==> src/design/svmm_ram.sv <==
`timescale 1ns / 1ps

module svmm_ram #(
  parameter int WIDTH = 8,
  parameter int DEPTH = 16,
  localparam int AW = (DEPTH > 1) ? $clog2(DEPTH) : 1
) (
  input  logic             clk,
  input  logic             we,
  input  logic [AW-1:0]    waddr,
  input  logic [WIDTH-1:0] wdata,
  input  logic [AW-1:0]    raddr,
  output logic [WIDTH-1:0] rdata
);

  logic [WIDTH-1:0] mem [DEPTH];

  always_ff @(posedge clk) begin
    if (we) begin
      mem[waddr] <= wdata;
    end
    rdata <= mem[raddr];
  end

endmodule

==> config.mk <==
export PLATFORM = sky130hd
export DESIGN_NAME = svmm_ram
export DESIGN_NICKNAME = d
export VERILOG_FILES = /design/src/design/svmm_ram.sv
export SDC_FILE = /design/constraint.sdc
export NUM_CORES = 1
export LEC_CHECK = 0
export BUFFER_PORTS_ARGS = -buffer_cell sky130_fd_sc_hd__clkbuf_2
export CAP_MARGIN = 0
export CORE_MARGIN = 1.5
export CORE_UTILIZATION = 30
export CTS_CLUSTER_SIZE = 30
export DETAILED_ROUTE_END_ITERATION = 8
export GPL_ROUTABILITY_DRIVEN = 1
export HOLD_SLACK_MARGIN = 0.05
export PLACE_DENSITY = 0.43
export SYNTH_ARGS = -nofsm -noshare
export SYNTH_HDL_FRONTEND = slang
export SYNTH_SLANG_ARGS = --single-unit
==> constraint.sdc <==
create_clock -name clk -period 4.5 [get_ports clk]
set_clock_uncertainty 0.2 [all_clocks]
set_input_delay 0.675 -clock clk [delete_from_list [all_inputs] [get_ports clk]]
set_output_delay 0.675 -clock clk [all_outputs]
set_load 0.01 [all_outputs]
# == After elaboration in Yosys (flattened, before gate mapping) ==
# Memory sizes are Yosys's and may differ from the RTL's. A register that Yosys moved wholly into a read port is not among the register bits.
# Cells that the tools add are included.
# totals
register_bits,0
ram_bits,128
in_bits,18
output_inout_bits,8
word_cells,3
memories,1
# classes
muxes,2
# memory_table
name,depth,width,rd,rd_ports_with_merged_regs,write_ports,line,rtl
mem,16,8,1,1,1,16,logic [WIDTH-1:0] mem [DEPTH];
# ops
cell,count
two-way mux 1 bit,2

# == Logic depth before layout (Yosys ltp) ==
# depth
ltp_word,2
depth_mapped,5
depth_no_buf,3

# == Worst setup path before layout ==
# Ideal clock, no wire load.
# synth_timing
kind,input -> register
start,input waddr[2]
end,"memory mem[0][0], enable pin"
setup_time_ns,0.383
arrival_ns,1.785
required_ns,3.917
path_slack_ns,2.132
path_stages,2
path_buffers,0
cell_sequence,or3b_2 > nor3_1
# synth_rtl
item,line,rtl
"start, declared",10,"input logic [AW-1:0] waddr,"
"end, declared",16,
# Straight into the memory's write port.

==> flow_summary.yaml <==
synth:
  ys_ff_latch: 136
  postSynthAreaPerCell_sq_um: 22.5
  synthCells: 229
  synth.area.top_cells: "edfxtp_1 (75%), mux4_2 (7.9%), mux4_1 (7.1%)"
  ys_types: 19
  syn_nets: 247
  synth_area_sq_um: 5150
  synth_top_area_cell: "edfxtp_1"
  ys.warnings.count: 0
  synth_top_area_share_pct: 74.7
  seq_area_frac_synth_pct: 77.8
sta:
  rsz0062_at_grt: "no"
  hold_ws_ns: 0.489
  max_freq_ghz: 0.422
  final_max_slew_viol_count: 0
  finalSetupViolCount: 0
  fin_crit_sh_pct: 52.7
  slew_headroom_pct: 34.1
  setup_tns_ns: 0
  tightest_slew_ns: 0.985
  min_period_ns: 2.37
  hold_violations: 0
  fin_ws_ns: 2.13
global_route:
  grt_max_degree: 33
  grt_pass1_vias: 2447
  overflow: 0
  grt_antenna_before_repair: 0
  grt_pass1_wl_um: 15800
  grt.total_usage_pct: 12.8
drt:
  via_per_inst: 4.60
  dr.pass1.iters: 4
  dr.first_iter.drc_count: 216
  antenna_left: 0
  route.detailed.drc: 0
  wl_per_cell_um: 20.7
  vias: 2304
  wl_um: 10400
floorplan:
  start_util_pct: 30.8
  die_area_sq_um: 18000
  fp.dieH_um: 134
  die_w_um: 134
  rows: 47
  ios: 26
  coreArea_sq_um: 16700
placement:
  gp_congestion: 0.741
  dp_slack_ns: 1.67
  hpwl_um: 6690
  portBuffers: 25
power:
  power_leakage_nw: 2.03
  combPwrFrac_pct: 4.3
  p_switching_uw: 566
  ir_drop_mv: 0.273
  swShare_pct: 18.8
  clkPwrFrac_pct: 48.2
  pwr-share-seq_pct: 47.5
  internal-power_mw: 2.44
  power.total_mw: 3.00
  powerDensity_nw_per_um2: 490
critical_path:
  worstSetupPathType: "input port to flop"
  cp.arrival_ns: 2.46
  start_kind: "input port"
  cp_max_fo: 18
  cp.required_ns: 4.59
  end_kind: "flop"
run_status:
  status: "finished clean"
final_layout:
  fin_nets: 286
  multi_input_area_sq_um: 1060
  syn2layout_area_growth_pct: 19.2
  num_antenna_cells: 0
  mostFrequentLayoutCells: "edfxtp_1 (128), clkbuf_2 (25), mux4_2 (18)"
  regArea_sq_um: 4000
  drive_gt1_share_pct: 27.0
  fillers: 1535
  layout.cells.most_common: "edfxtp_1"
  final_core_util_pct: 36.7
cts:
  htree_num_levels: 4
  clock_sinks: 136
  clock_latency_ns: 0.41
  clk_pin_slew_worst_paths_ns: 0.05
  cts_tree: "done"
  cts_setup_buffers: 0
  cts-root-buf: "clkbuf_16"
  numCtsBuffers: 17
  ctsHoldBuffers: 0
  cts_buffer_depth: 2
  cts_resized: 0
run:
  drv_cap: 0
worst_hold_path:
  hp-class: "input port to flop"
[worst paths after layout]
check | start | end | slack, ns | depth (start not counted)
setup / recovery | raddr[0] | rdata[5] | 2.13 | 5
hold / removal | wdata[3] | mem[1][3] | 0.49 | 1
setup reg to reg | mem[1][5] | rdata[5] | 2.87 | 3
hold reg to reg | mem[15][0] | rdata[0] | 0.49 | 3
[registers in the layout, indices dropped and copies added, names as in the netlist]
| name | cells |
|---|---|
| mem | 128 |
| rdata | 8 |
[layout make-up]
class | count | share of cell area, %
Timing Repair Buffer | 30 | 2.85
Clock buffer | 24 | 7.85
Clock inverter | 8 | 2.32
Tap cell | 220 | 4.49
Sequential cell | 136 | 65.3
Multi-Input combinational cell | 83 | 17.2
[logic make-up after synthesis]
logic type / after synthesis / synth area share (%)
flops: 136 / 77.8
simple gates: 35 / 3.18
mux: 32 / 15.0
compound gates: 16 / 2.33
buf+inv: 10 / 1.68
[power groups by stage]
| stage | registers (mW) | logic, mW | clock network, mW |
|---|---|---|---|
| 2_1_floorplan | 1.45 | 0.0719 | 0 |
| 3_3_place_gp | 1.45 | 0.133 | 0 |
| 3_5_place_dp | 1.45 | 0.134 | 0 |
| 4_1_cts | 1.43 | 0.134 | 1.47 |
| 5_1_grt | 1.43 | 0.145 | 1.52 |
| 6_report | 1.43 | 0.131 | 1.45 |
[metrics by stage]
step	instances	area [sq um]
6_report	501	6140
5_1_grt	501	6140
4_1_cts	501	6140
3_5_place_dp	469	5510
3_3_place_gp	469	5510
2_1_floorplan	229	5150
[synthesized netlist by cell type]
library cell,n
edfxtp_1,128
mux4_2,18
a22oi_1,16
mux4_1,14
nor2_1,13
nand2_1,9
dfxtp_1,8
nor3_1,4
buf_2,3
buf_6,3
clkdlybuf4s25_2,3
nand2b_1,2
nand3b_1,2
and2_1,1
and2b_1,1
buf_4,1
nand3_1,1
nor2b_1,1
or3b_2,1
[worst max-delay path, cell delays in order]
cell and delay [ns]:
clkbuf_2 0.47, buf_12 0.27, mux4_1 0.57, a22oi_1 0.34
nand2_1 0.11
[metal layers]
metal  global-route usage, %  wire [um]  vias up
met3                    4.01        369        8
met2                    19.3       4890       44
met4                    5.80        153        0
met5                       0          0        -
met1                    17.0       4950     1198
li1                        -          -     1054
Power figures use the tool's default switching activity.
